### src/rtl/core/dstq_pkg.sv
// ----------------------------------------------------------------------------
// dstq_pkg: shared types and codes of the deadline sorted job timer queue
// Request and result item layouts, request and result codes, register indexes
// and the widths of the shared divider.
// ----------------------------------------------------------------------------
package dstq_pkg;

  // Request codes.
  localparam logic [1:0] REQ_START    = 2'd0;
  localparam logic [1:0] REQ_DISPATCH = 2'd1;
  localparam logic [1:0] REQ_DISARM   = 2'd2;

  // Result codes.
  localparam logic [2:0] KIND_QUEUED  = 3'd0;
  localparam logic [2:0] KIND_REFUSED = 3'd1;
  localparam logic [2:0] KIND_EXPIRED = 3'd2;
  localparam logic [2:0] KIND_DONE    = 3'd3;
  localparam logic [2:0] KIND_FULL    = 3'd4;

  // Configuration register indexes.
  localparam logic [1:0] CFG_DIRECT_THR = 2'd0;
  localparam logic [1:0] CFG_TIMER_THR  = 2'd1;
  localparam logic [1:0] CFG_US_PER_TICK = 2'd2;
  localparam logic [1:0] CFG_COUNTER_TOP = 2'd3;

  // Divider widths: remaining time over microseconds per tick.
  localparam int DIV_W     = 20;
  localparam int DSR_W     = 11;
  localparam int DIV_CNT_W = 5;

  typedef struct packed {
    logic [1:0]  req_type;
    logic [7:0]  job_id;
    logic [31:0] expire_time;
    logic [31:0] now_us;
    logic [7:0]  timer_count;
  } in_item_t;

  typedef struct packed {
    logic [2:0] result_kind;
    logic [7:0] expired_job;
    logic       compare_armed;
    logic [7:0] compare_value;
    logic       last;
  } out_item_t;

endpackage

### src/rtl/core/deadline_sorted_job_timer_queue_unit.sv
// ----------------------------------------------------------------------------
// deadline_sorted_job_timer_queue_unit: sorted deadline timer queue
// Keeps job ids sorted by wrapping expiry time, expires, arms and dispatches.
// ----------------------------------------------------------------------------
// The block takes one request at a time and is not ready while it works. A
// start request walks the table from the tail one entry per cycle, checking
// for a duplicate id and finding the sorted slot; when it arms the compare
// value it waits for the shared restoring divider, which produces one
// quotient bit per cycle. A dispatch request handles the expired jobs at the
// head one by one, and also waits for the divider when it arms the compare
// value. A disarm request clears the armed job and gives no result. Each
// result passes through the output register; the table needs no clearing
// pass after reset.
module deadline_sorted_job_timer_queue_unit #(
  parameter int QUEUE_DEPTH = 16
) (
  input  logic                clk,
  input  logic                rst_n,
  input  logic                in_valid,
  output logic                in_ready,
  input  dstq_pkg::in_item_t  in_data,
  output logic                out_valid,
  input  logic                out_ready,
  output dstq_pkg::out_item_t out_data,
  input  logic                cfg_valid,
  output logic                cfg_ready,
  input  logic [1:0]          cfg_index,
  input  logic [19:0]         cfg_data
);

  localparam int IW = (QUEUE_DEPTH > 1) ? $clog2(QUEUE_DEPTH) : 1;
  localparam int CW = $clog2(QUEUE_DEPTH + 1);

  localparam logic [2:0] ST_IDLE   = 3'd0;
  localparam logic [2:0] ST_SCAN   = 3'd1;
  localparam logic [2:0] ST_DECIDE = 3'd2;
  localparam logic [2:0] ST_DHEAD  = 3'd3;
  localparam logic [2:0] ST_DIV    = 3'd4;
  localparam logic [2:0] ST_EMIT   = 3'd5;

  logic [2:0]          state_r, state_nxt;
  logic [2:0]          ret_r, ret_nxt;
  dstq_pkg::in_item_t  req_r, req_nxt;
  logic [31:0]         diff_r, diff_nxt;
  logic [IW-1:0]       idx_r, idx_nxt;
  logic [CW-1:0]       pos_r, pos_nxt;
  logic                moving_r, moving_nxt;
  logic                dup_r, dup_nxt;
  logic                disp_r, disp_nxt;
  logic [7:0]          arm_job_r, arm_job_nxt;
  logic [31:0]         arm_exp_r, arm_exp_nxt;
  dstq_pkg::out_item_t res_r, res_nxt;
  logic                out_valid_r, out_valid_nxt;
  dstq_pkg::out_item_t out_data_r, out_data_nxt;
  logic [CW-1:0]       cnt_r, cnt_nxt;
  logic                armed_valid_r, armed_valid_nxt;
  logic [7:0]          armed_job_r, armed_job_nxt;
  logic [31:0]         armed_exp_r, armed_exp_nxt;
  logic [19:0]         direct_r;
  logic [19:0]         timer_r;
  logic [10:0]         upt_r;
  logic [7:0]          top_r;

  logic [7:0]          tab_job_r [QUEUE_DEPTH];
  logic [31:0]         tab_exp_r [QUEUE_DEPTH];

  logic                ins_en;
  logic [CW-1:0]       ins_pos;
  logic                pop_en;
  logic                div_start;
  logic [19:0]         div_dvd;
  logic                div_done;
  logic [19:0]         div_q;
  logic [10:0]         div_dsr;

  logic                in_fire;
  logic                out_free;
  logic [31:0]         scan_sd;
  logic [31:0]         hd_diff;
  logic [31:0]         new_vs_armed;
  logic [31:0]         head_vs_armed;
  logic                d_lt_direct, d_lt_timer;
  logic                h_lt_direct, h_lt_timer;
  logic [20:0]         cmp_sum;
  logic [20:0]         cmp_wrap;

  assign in_fire   = in_valid && in_ready;
  assign in_ready  = (state_r == ST_IDLE);
  assign cfg_ready = 1'b1;
  assign out_free  = !out_valid_r || out_ready;

  // Wrap-safe differences and threshold compares.
  assign scan_sd       = tab_exp_r[idx_r] - req_r.expire_time;
  assign hd_diff       = tab_exp_r[0] - req_r.now_us;
  assign new_vs_armed  = req_r.expire_time - armed_exp_r;
  assign head_vs_armed = tab_exp_r[0] - armed_exp_r;
  assign d_lt_direct   = $signed(diff_r) < $signed({12'd0, direct_r});
  assign d_lt_timer    = $signed(diff_r) < $signed({12'd0, timer_r});
  assign h_lt_direct   = $signed(hd_diff) < $signed({12'd0, direct_r});
  assign h_lt_timer    = $signed(hd_diff) < $signed({12'd0, timer_r});

  // Compare value: timer count plus ticks, wrapped once by the period.
  assign cmp_sum  = {13'd0, req_r.timer_count} + {1'b0, div_q};
  assign cmp_wrap = (cmp_sum > {13'd0, top_r}) ? (cmp_sum - {13'd0, top_r}) : cmp_sum;

  assign div_dsr = (upt_r == 11'd0) ? 11'd1 : upt_r;
  assign div_dvd = (state_r == ST_DHEAD) ? hd_diff[19:0] : diff_r[19:0];

  dstq_div u_div (
    .clk      (clk),
    .rst_n    (rst_n),
    .start    (div_start),
    .dividend (div_dvd),
    .divisor  (div_dsr),
    .done     (div_done),
    .quotient (div_q)
  );

  // Request sequencer.
  always_comb begin
    state_nxt       = state_r;
    ret_nxt         = ret_r;
    req_nxt         = req_r;
    diff_nxt        = diff_r;
    idx_nxt         = idx_r;
    pos_nxt         = pos_r;
    moving_nxt      = moving_r;
    dup_nxt         = dup_r;
    disp_nxt        = disp_r;
    arm_job_nxt     = arm_job_r;
    arm_exp_nxt     = arm_exp_r;
    res_nxt         = res_r;
    out_valid_nxt   = out_valid_r;
    out_data_nxt    = out_data_r;
    cnt_nxt         = cnt_r;
    armed_valid_nxt = armed_valid_r;
    armed_job_nxt   = armed_job_r;
    armed_exp_nxt   = armed_exp_r;
    ins_en          = 1'b0;
    ins_pos         = pos_r;
    pop_en          = 1'b0;
    div_start       = 1'b0;

    if (out_valid_r && out_ready) begin
      out_valid_nxt = 1'b0;
    end

    case (state_r)
      ST_IDLE: begin
        if (in_fire) begin
          req_nxt  = in_data;
          diff_nxt = in_data.expire_time - in_data.now_us;
          case (in_data.req_type)
            dstq_pkg::REQ_START: begin
              dup_nxt    = 1'b0;
              moving_nxt = 1'b1;
              pos_nxt    = cnt_r;
              if (cnt_r == '0) begin
                state_nxt = ST_DECIDE;
              end else begin
                idx_nxt   = IW'(cnt_r - CW'(1));
                state_nxt = ST_SCAN;
              end
            end
            dstq_pkg::REQ_DISPATCH: begin
              state_nxt = ST_DHEAD;
            end
            dstq_pkg::REQ_DISARM: begin
              armed_valid_nxt = 1'b0;
              armed_job_nxt   = '0;
              armed_exp_nxt   = '0;
            end
            default: begin
            end
          endcase
        end
      end

      // Walk from the tail: duplicate check and sorted slot.
      ST_SCAN: begin
        if (tab_job_r[idx_r] == req_r.job_id) begin
          dup_nxt = 1'b1;
        end
        if (moving_r) begin
          if (!scan_sd[31]) begin
            pos_nxt = CW'(idx_r);
          end else begin
            moving_nxt = 1'b0;
          end
        end
        if (idx_r == '0) begin
          state_nxt = ST_DECIDE;
        end else begin
          idx_nxt = idx_r - 1'b1;
        end
      end

      ST_DECIDE: begin
        res_nxt.expired_job   = req_r.job_id;
        res_nxt.compare_armed = 1'b0;
        res_nxt.compare_value = '0;
        res_nxt.last          = 1'b1;
        ret_nxt               = ST_IDLE;
        state_nxt             = ST_EMIT;
        if (dup_r) begin
          res_nxt.result_kind = dstq_pkg::KIND_REFUSED;
        end else if (d_lt_direct) begin
          res_nxt.result_kind = dstq_pkg::KIND_EXPIRED;
        end else if (cnt_r == CW'(QUEUE_DEPTH)) begin
          res_nxt.result_kind = dstq_pkg::KIND_FULL;
        end else if (d_lt_timer && (!armed_valid_r || new_vs_armed[31])) begin
          arm_job_nxt = req_r.job_id;
          arm_exp_nxt = req_r.expire_time;
          disp_nxt    = 1'b0;
          div_start   = 1'b1;
          state_nxt   = ST_DIV;
        end else begin
          res_nxt.result_kind = dstq_pkg::KIND_QUEUED;
          ins_en  = 1'b1;
          ins_pos = pos_r;
          cnt_nxt = cnt_r + 1'b1;
        end
      end

      // Dispatch: look at the head job.
      ST_DHEAD: begin
        res_nxt.expired_job   = '0;
        res_nxt.compare_armed = 1'b0;
        res_nxt.compare_value = '0;
        res_nxt.last          = 1'b1;
        res_nxt.result_kind   = dstq_pkg::KIND_DONE;
        ret_nxt               = ST_IDLE;
        state_nxt             = ST_EMIT;
        if (cnt_r != '0) begin
          if (h_lt_direct) begin
            res_nxt.result_kind = dstq_pkg::KIND_EXPIRED;
            res_nxt.expired_job = tab_job_r[0];
            res_nxt.last        = 1'b0;
            pop_en  = 1'b1;
            cnt_nxt = cnt_r - 1'b1;
            ret_nxt = ST_DHEAD;
          end else if (h_lt_timer && (!armed_valid_r || head_vs_armed[31])) begin
            arm_job_nxt = tab_job_r[0];
            arm_exp_nxt = tab_exp_r[0];
            disp_nxt    = 1'b1;
            div_start   = 1'b1;
            state_nxt   = ST_DIV;
          end
        end
      end

      // Wait for the quotient, then arm the compare value.
      ST_DIV: begin
        if (div_done) begin
          armed_valid_nxt       = 1'b1;
          armed_job_nxt         = arm_job_r;
          armed_exp_nxt         = arm_exp_r;
          res_nxt.result_kind   = disp_r ? dstq_pkg::KIND_DONE : dstq_pkg::KIND_QUEUED;
          res_nxt.expired_job   = arm_job_r;
          res_nxt.compare_armed = 1'b1;
          res_nxt.compare_value = cmp_wrap[7:0];
          res_nxt.last          = 1'b1;
          ret_nxt               = ST_IDLE;
          state_nxt             = ST_EMIT;
          if (!disp_r) begin
            ins_en  = 1'b1;
            ins_pos = '0;
            cnt_nxt = cnt_r + 1'b1;
          end
        end
      end

      // Hand the result to the output register.
      ST_EMIT: begin
        if (out_free) begin
          out_valid_nxt = 1'b1;
          out_data_nxt  = res_r;
          state_nxt     = ret_r;
        end
      end

      default: begin
        state_nxt = ST_IDLE;
      end
    endcase
  end

  // Control and configuration registers.
  always_ff @(posedge clk) begin
    if (!rst_n) begin
      state_r       <= ST_IDLE;
      out_valid_r   <= 1'b0;
      cnt_r         <= '0;
      armed_valid_r <= 1'b0;
      armed_job_r   <= '0;
      armed_exp_r   <= '0;
      direct_r      <= 20'd200;
      timer_r       <= 20'd2000;
      upt_r         <= 11'd4;
      top_r         <= 8'd249;
    end else begin
      state_r       <= state_nxt;
      out_valid_r   <= out_valid_nxt;
      cnt_r         <= cnt_nxt;
      armed_valid_r <= armed_valid_nxt;
      armed_job_r   <= armed_job_nxt;
      armed_exp_r   <= armed_exp_nxt;
      if (cfg_valid && cfg_ready) begin
        case (cfg_index)
          dstq_pkg::CFG_DIRECT_THR:  direct_r <= cfg_data;
          dstq_pkg::CFG_TIMER_THR:   timer_r  <= cfg_data;
          dstq_pkg::CFG_US_PER_TICK: upt_r    <= cfg_data[10:0];
          dstq_pkg::CFG_COUNTER_TOP: top_r    <= cfg_data[7:0];
          default: begin
          end
        endcase
      end
    end
  end

  // Datapath registers.
  always_ff @(posedge clk) begin
    ret_r      <= ret_nxt;
    req_r      <= req_nxt;
    diff_r     <= diff_nxt;
    idx_r      <= idx_nxt;
    pos_r      <= pos_nxt;
    moving_r   <= moving_nxt;
    dup_r      <= dup_nxt;
    disp_r     <= disp_nxt;
    arm_job_r  <= arm_job_nxt;
    arm_exp_r  <= arm_exp_nxt;
    res_r      <= res_nxt;
    out_data_r <= out_data_nxt;
  end

  // Table: shift toward the head on a pop, open a slot on an insert.
  always_ff @(posedge clk) begin
    if (pop_en) begin
      for (int i = 0; i < QUEUE_DEPTH - 1; i++) begin
        tab_job_r[i] <= tab_job_r[i + 1];
        tab_exp_r[i] <= tab_exp_r[i + 1];
      end
    end
    if (ins_en) begin
      for (int i = 1; i < QUEUE_DEPTH; i++) begin
        if ((CW'(i) > ins_pos) && (CW'(i) <= cnt_r)) begin
          tab_job_r[i] <= tab_job_r[i - 1];
          tab_exp_r[i] <= tab_exp_r[i - 1];
        end
      end
      for (int i = 0; i < QUEUE_DEPTH; i++) begin
        if (CW'(i) == ins_pos) begin
          tab_job_r[i] <= req_r.job_id;
          tab_exp_r[i] <= req_r.expire_time;
        end
      end
    end
  end

  assign out_valid = out_valid_r;
  assign out_data  = out_data_r;

`ifndef ASSERT_OFF
  // The fill count never passes the table depth.
  a_cnt_bound: assert property (@(posedge clk) disable iff (!rst_n)
    cnt_r <= CW'(QUEUE_DEPTH))
    else $error("table count above depth");

  // The fill count moves by at most one entry per cycle.
  a_cnt_step: assert property (@(posedge clk) disable iff (!rst_n)
    (cnt_r == $past(cnt_r)) || (cnt_r == $past(cnt_r) + 1'b1) ||
    (cnt_r + 1'b1 == $past(cnt_r)))
    else $error("table count jumped");

  // A quotient only arrives while the sequencer waits for it.
  a_div_wait: assert property (@(posedge clk) disable iff (!rst_n)
    div_done |-> (state_r == ST_DIV))
    else $error("divider finished outside its wait state");
`endif

endmodule

### src/rtl/core/dstq_div.sv
// ----------------------------------------------------------------------------
// dstq_div: restoring divider for the compare value
// Divides the remaining time by the microseconds per tick, one quotient bit
// per cycle; done pulses for one cycle when the quotient is ready.
// ----------------------------------------------------------------------------
module dstq_div (
  input  logic                       clk,
  input  logic                       rst_n,
  input  logic                       start,
  input  logic [dstq_pkg::DIV_W-1:0] dividend,
  input  logic [dstq_pkg::DSR_W-1:0] divisor,
  output logic                       done,
  output logic [dstq_pkg::DIV_W-1:0] quotient
);

  logic                           busy_r, busy_nxt;
  logic                           done_r, done_nxt;
  logic [dstq_pkg::DIV_CNT_W-1:0] step_r, step_nxt;
  logic [dstq_pkg::DIV_W-1:0]     quo_r, quo_nxt;
  logic [dstq_pkg::DSR_W-1:0]     rem_r, rem_nxt;
  logic [dstq_pkg::DSR_W-1:0]     dsr_r, dsr_nxt;
  logic [dstq_pkg::DSR_W+1:0]     trial;

  // Trial subtraction of the divisor from the shifted remainder.
  assign trial = {1'b0, rem_r, quo_r[dstq_pkg::DIV_W-1]} - {2'b00, dsr_r};

  always_comb begin
    busy_nxt = busy_r;
    done_nxt = 1'b0;
    step_nxt = step_r;
    quo_nxt  = quo_r;
    rem_nxt  = rem_r;
    dsr_nxt  = dsr_r;
    if (start) begin
      busy_nxt = 1'b1;
      step_nxt = '0;
      quo_nxt  = dividend;
      rem_nxt  = '0;
      dsr_nxt  = divisor;
    end else if (busy_r) begin
      if (!trial[dstq_pkg::DSR_W+1]) begin
        rem_nxt = trial[dstq_pkg::DSR_W-1:0];
      end else begin
        rem_nxt = {rem_r[dstq_pkg::DSR_W-2:0], quo_r[dstq_pkg::DIV_W-1]};
      end
      quo_nxt  = {quo_r[dstq_pkg::DIV_W-2:0], ~trial[dstq_pkg::DSR_W+1]};
      step_nxt = step_r + 1'b1;
      if (step_r == dstq_pkg::DIV_CNT_W'(dstq_pkg::DIV_W - 1)) begin
        busy_nxt = 1'b0;
        done_nxt = 1'b1;
      end
    end
  end

  // Control state is reset; the datapath needs none.
  always_ff @(posedge clk) begin
    if (!rst_n) begin
      busy_r <= 1'b0;
      done_r <= 1'b0;
      step_r <= '0;
    end else begin
      busy_r <= busy_nxt;
      done_r <= done_nxt;
      step_r <= step_nxt;
    end
  end

  always_ff @(posedge clk) begin
    quo_r <= quo_nxt;
    rem_r <= rem_nxt;
    dsr_r <= dsr_nxt;
  end

  assign done     = done_r;
  assign quotient = quo_r;

endmodule
### config.mk
export PLATFORM = sky130hd
export DESIGN_NAME = deadline_sorted_job_timer_queue_unit
export DESIGN_NICKNAME = d
export VERILOG_FILES = /design/src/rtl/core/dstq_pkg.sv /design/src/rtl/core/deadline_sorted_job_timer_queue_unit.sv /design/src/rtl/core/dstq_div.sv
export SDC_FILE = /design/constraint.sdc
export NUM_CORES = 2
export LEC_CHECK = 0
export ABC_CLOCK_PERIOD_IN_PS = 6050
export BUFFER_PORTS_ARGS = -buffer_cell sky130_fd_sc_hd__buf_4
export CELL_PAD_IN_SITES_DETAIL_PLACEMENT = 0
export CELL_PAD_IN_SITES_GLOBAL_PLACEMENT = 2
export CORE_UTILIZATION = 39
export DETAILED_ROUTE_END_ITERATION = 8
export PLACE_DENSITY = 0.75
export SLEW_MARGIN = 5
export SYNTH_ARGS = -nofsm -noshare
export SYNTH_HDL_FRONTEND = slang
export SYNTH_HIERARCHICAL = 1
export SYNTH_SLANG_ARGS = --single-unit
### constraint.sdc
create_clock -name clk -period 6.05 [get_ports clk]
set_clock_uncertainty 0.1 [all_clocks]
set_input_delay 0.605 -clock clk [delete_from_list [all_inputs] [get_ports clk]]
set_output_delay 0.605 -clock clk [all_outputs]
set_load 0.02 [all_outputs]
Word-level counts from Yosys, hierarchy flattened
Memory sizes are Yosys's and may differ from the RTL's. A register that Yosys moved wholly into a read port is not among the register bits.
Cells that the tools add are included.
{ "totals": {"mem_bits_rw": 640, "ff_bits": 359, "output_inout_bits": 24, "in_bits": 109, "elab_cells": 535, "n_memories": 2} }
{ "op_classes": {"mux": 279, "order_cmp": 35, "n_eq_ne": 51, "n_reduce_logical": 55, "bitwise": 63, "addsub": 12} }
{ "mem_list": {"columns": ["name", "depth", "width", "read_ports", "rd_clocked_by_memory_dff", "wr", "line", "source"], "rows": [
  ["tab_exp_r", 16, 32, 17, 1, 16, "deadline_sorted_job_timer_queue_unit.sv:65", "logic [31:0] tab_exp_r [QUEUE_DEPTH];"],
  ["tab_job_r", 16, 8, 17, 1, 16, "deadline_sorted_job_timer_queue_unit.sv:64", "logic [7:0] tab_job_r [QUEUE_DEPTH];"]
]} }
{ "ops": {"columns": ["op", "n"], "rows": [
  ["two-way mux 32 bit", 40],
  ["two-way mux 8 bit", 38],
  ["subtractor 32 bit", 5],
  ["two-way mux 1 bit", 144],
  ["< comparator 32 x 21 -> 1 bit", 4],
  ["case mux 32 bit (2 select lines)", 2],
  ["two-way mux 5 bit", 15],
  ["case mux 21 bit (3 select lines)", 1],
  ["two-way mux 20 bit", 3],
  ["bitwise OR 1 bit", 60],
  ["== test 4 x 5 -> 1 bit, first input constant", 8],
  ["greater-than comparator 4 x 5 -> 1 bit, first input constant", 8],
  ["less-or-equal comparator 4 x 5 -> 1 bit, first input constant", 8],
  ["inequality test 2 bit, second input constant", 15],
  ["two-way mux 3 bit", 9],
  ["two-way mux 4 bit", 6],
  ["adder 8 x 20 -> 21 bit", 1],
  ["greater-than comparator 21 x 8 -> 1 bit", 1],
  ["two-way mux 21 bit", 1],
  ["== test 3 x 5 -> 1 bit, first input constant", 4],
  ["greater-than comparator 3 x 5 -> 1 bit, first input constant", 4],
  ["less-or-equal comparator 3 x 5 -> 1 bit, first input constant", 4],
  ["logical AND 1 bit", 19],
  ["two-way mux 9 bit", 2],
  ["50 further kinds", 93]
]} }

Logic depth before layout (Yosys ltp)
{ "logic_depth": {"word_depth": 12, "depth_mapped": 26, "ltp_nobuf": 24} }

Hierarchy
Netlist, hierarchy kept.
{ "modules_own_cells": {"columns": ["module", "cells_per_inst", "instances", "area_per_inst_um2", "seq_area_each_um2"], "rows": [
  ["deadline_sorted_job_timer_queue_unit", 5060, 1, 56586.8, 27536.4],
  ["dstq_div", 206, 1, 2471.1, 1291.2]
]} }

Worst setup path after synthesis
OpenSTA, ideal clock, no wires.
{ "synth_timing": {"path_type": "register -> register", "from": "memory tab_exp_r[0][6]", "to": "memory tab_exp_r[11][0], enable pin", "path_slack_ps": -122, "n_path_buf": 3, "arrival_ps": 5579, "stages_incl_launch_ff": 24, "cell_sequence": "edfxtp_1 -> ha_1 -> a2111o_1 -> o21ai_0 -> nand3b_1 -> a21oi_1 -> o21bai_1 -> a21oi_1 -> xnor2_1 -> ha_1 -> a21o_1 -> a21o_1 -> a21oi_1 -> nor2_1 -> a211oi_1 -> nand4_1 -> o21ai_1 -> and3_1 -> buf_4 -> inv_2 -> and2_1 -> buf_2 -> buf_6 -> o21ai_0"} }
{ "synth_lines": {"columns": ["element", "line"], "rows": [
  ["from (decl)", "deadline_sorted_job_timer_queue_unit.sv:65"]
]} }

==> qor.csv <==
stage,metric,value,unit
flow_run,max-cap-violations,0,
floorplan,total_die_area,153000,sq um
setup_path,cp_data_required_time,6.37,ns
setup_path,worst-path-stages,22,
layout,final_layout_size_suffix_gt1_share,16.9,%
yosys,syn_warnings,6,
setup_path,crit_top_cell,sky130_fd_sc_hd__a21oi_1,
timing,setup_viol,0,
yosys,number_of_nets_in_the_synthesized_netlist,5643,
setup_path,timing.setup.critical_path_class,register to register,
placed_design,place.detailed.hpwl,131000,um
floorplan,initial_utilization,39.3,%
drt,drt_wl_total,173000,um
yosys,synth_most_common_cell,sky130_fd_sc_hd__edfxtp_1,
timing,slew_violations,0,
global_route,vias_in_the_first_global_route,40400,
drt,drtPass1Iterations,6,
yosys,postSynth.topFlopCell,sky130_fd_sc_hd__edfxtp_1,
setup_path,worstPathMaxFanout,20,
drt,avg_vias_per_cell,5.57,
power_and_ir_drop,p_per_area,320,nW/um^2
timing,max-slew-margin-rel,22.5,%
yosys,netlist_instances,5266,
global_route,antenna_found_initial,6,
yosys,synth.top_cells.by_area,"sky130_fd_sc_hd__edfxtp_1 (45%), sky130_fd_sc_hd__mux4_2 (7.6%), sky130_fd_sc_hd__mux2i_1 (6.8%)",
power_and_ir_drop,power.ir.vdd_worst,0.248,mV
placed_design,placedInstanceArea,63100,sq um
yosys,synthTopCellsByCount,"sky130_fd_sc_hd__edfxtp_1 (878), sky130_fd_sc_hd__nand2_1 (706), sky130_fd_sc_hd__o21ai_0 (400)",
yosys,synth.yosys.seq_area_share,48.8,%
setup_path,ff2ff_path_depth,22,
yosys,synthArstFlopShare,0,%
timing,max_freq,176,MHz
setup_path,critical-path-slowest-cell,sky130_fd_sc_hd__a2111o_1,
clock_tree,clockBufferDepth,3,
clock_tree,root_buffer_selected_by_cts,sky130_fd_sc_hd__clkbuf_16,
timing,fin_crit_sh,94.1,%
layout,post-route-cell-area,67500,sq um
yosys,synth.avg_cell_area,11.2,sq um
floorplan,core_outline_area,150000,sq um
hold_path,hold_class,input pin to register,
setup_path,timing.critical_path.arrival,6.01,ns
setup_path,startpoint_type,register,
clock_tree,number_of_h_tree_levels,3,
floorplan,die_w,391,um
yosys,yosysTopAreaCell,sky130_fd_sc_hd__edfxtp_1,
drt,antenna_violating_nets_left,0,
clock_tree,tritoncts,done,
timing,layout_min_cycle_time,5.69,ns
clock_tree,worst_setup_hold_path_clk_slew,0.06,ns
hold_path,hold-path-cell-count,1,
yosys,synth_top_cell_area_share,44.6,%
drt,routed-via-count,41900,
layout,fill_cell_total_of_the_finished_layout,13800,
global_route,grt_start_max_net_pins,82,
setup_path,slowest_delay,0.48,ns
drt,post_drt_wl_per_cell,23.0,um
floorplan,placement_rows,142,
timing,tns,0,ns
timing,final-hold-violation-count,0,
layout,num-nets-final,5784,
clock_tree,cts_inserted_buffers,113,
yosys,synth.distinct_cells,90,
placed_design,place_inst,7216,
timing,rsz0062_at_grt,no,
layout,p_r_area_growth_vs_syn,14.2,%
power_and_ir_drop,power.leakage,0.0251,uW
setup_path,cp-end-kind,register,
clock_tree,clkSinkCount,1001,
floorplan,top_level_ports,133,
placed_design,numPortBuffers,131,
setup_path,cp_top_family,compound AO/OA/AOI/OAI gates,
yosys,synth_edf_count,878,
global_route,grt_pass1_wl,262000,um
clock_tree,clk-insertion-delay-late,0.73,ns
timing,tightestPinTransition,1.16,ns
global_route,grtUsageTotal,22.4,%
yosys,synthesis.area,59100,sq um
setup_path,timing.critical_path.buf_inv,3,
layout,finalNonFillerCells,7512,
drt,first_iter_violations,3448,
yosys,synth_seq_cells,1001,
floorplan,die_h,391,um
drt,detail_route.drc_violations,0,
setup_path,crit_path_cell_trace,ha_1 -> a2111o_1 -> o21ai_1 -> nand3b_1 -> a21oi_1 -> o21bai_1 -> a21oi_1 -> xnor2_2 -> ha_1 -> a21o_1 -> a21o_1 -> a21oi_1 -> o21ai_0 -> a221o_1 -> nor3_1 -> nand3_1 -> nor3_1 -> buf_4 -> a41o_4 -> nor2_1 -> inv_1 -> buf_12,
run_status,run_status,completed,
placed_design,gp_routability_congestion,0.870,
global_route,grt-ovfl-total,0,
power by group:
part | leakage [uW] | switching (uW) | internal [uW] | total (uW)
clock | 0.00169 | 2900 | 3670 | 6580
sequential | 0.00896 | 592 | 8060 | 8650
combinational | 0.0145 | 3670 | 2690 | 6360
total | 0.0251 | 7170 | 14400 | 21600
final cells by class:
class                      count  area [sq um]  share of cell area, %
antenna                        1          2.50                0.00371
clock buffer                 153          3110                   4.61
clock inverter                50           349                  0.517
inverter                     272          1030                   1.52
multi-input combinational   3634         27900                   41.4
sequential                  1001         28800                   42.8
tap                         2016          2520                   3.74
timing repair buffer         385          3680                   5.45
routing by layer:
| metal | global-route usage [%] | part of all wire (%) | vias up |
|---|---|---|---|
| met3 | 2.40 | 5.3 | 147 |
| met5 | 0 | 0 | - |
| met2 | 34.3 | 44 | 1101 |
| li1 | - | - | 19900 |
| met1 | 34.0 | 49 | 20700 |
| met4 | 4.51 | 1.5 | 0 |
sequential cells by signal (all words and copies together), names as in the netlist, 21 cells and up, named ones only:
register,flops
armed_exp_r,32
res_r,21
arm_exp_r,32
tab_exp_r,512
req_r,80
diff_r,32
tab_job_r,128
out_data,21
layout by cell type (no fill, tap or decap), types with 164 or more instances in the layout:
| master | n |
|---|---|
| sky130_fd_sc_hd__edfxtp_1 | 878 |
| sky130_fd_sc_hd__nand2_1 | 699 |
| sky130_fd_sc_hd__mux2i_1 | 399 |
| sky130_fd_sc_hd__o21ai_0 | 396 |
| sky130_fd_sc_hd__a21oi_1 | 311 |
| sky130_fd_sc_hd__nor2_1 | 283 |
| sky130_fd_sc_hd__inv_1 | 267 |
| sky130_fd_sc_hd__ha_1 | 263 |
| sky130_fd_sc_hd__buf_4 | 250 |
| sky130_fd_sc_hd__mux4_2 | 200 |
| sky130_fd_sc_hd__mux2_2 | 164 |
kinds of logic (layout without fill, tap and decap cells):
logic type	after synthesis	after routing	synth area share, %
simple gates	1276	1276	9.26
other cells	1	2	0.00635
fa+ha+maj	268	268	5.74
xor+xnor	86	86	1.28
mux	763	763	17.5
flops	1001	1001	48.8
compound gates	1240	1240	13.0
buf+inv	631	860	4.36
final timing paths:
kind,from,slack (ns),endpoint
max,tab_exp_r[0][6],0.36,u_div/quotient[1]
min reg2reg,res_r[15],0.32,out_data[15]
max reg2reg,tab_exp_r[0][6],0.36,u_div/quotient[1]
min,in_data[9],0.05,req_r[9]
what timing repair did:
action                                  in CTS  in global routing
hold buffers                                89                  0
resized for setup                            0                  7
endpoints found under the setup margin       0                857
endpoints found under the hold margin       95                  0
buffers inserted                             0                  3
metrics by stage:
step	hold WS (ns)	power [uW]	utilization [%]	setup slack, ns
finish	0.0484	21600	44.9	0.359
detailed placement	0.305	15100	42.0	0.0756
CTS	0.00441	21800	44.9	0.0218
global route	0.0181	22600	44.9	0.000763
floorplan	0.300	12700	-	0.0387
global placement	0.308	15000	42.0	0.196
No activity file was read; power rests on OpenSTA's default activity.
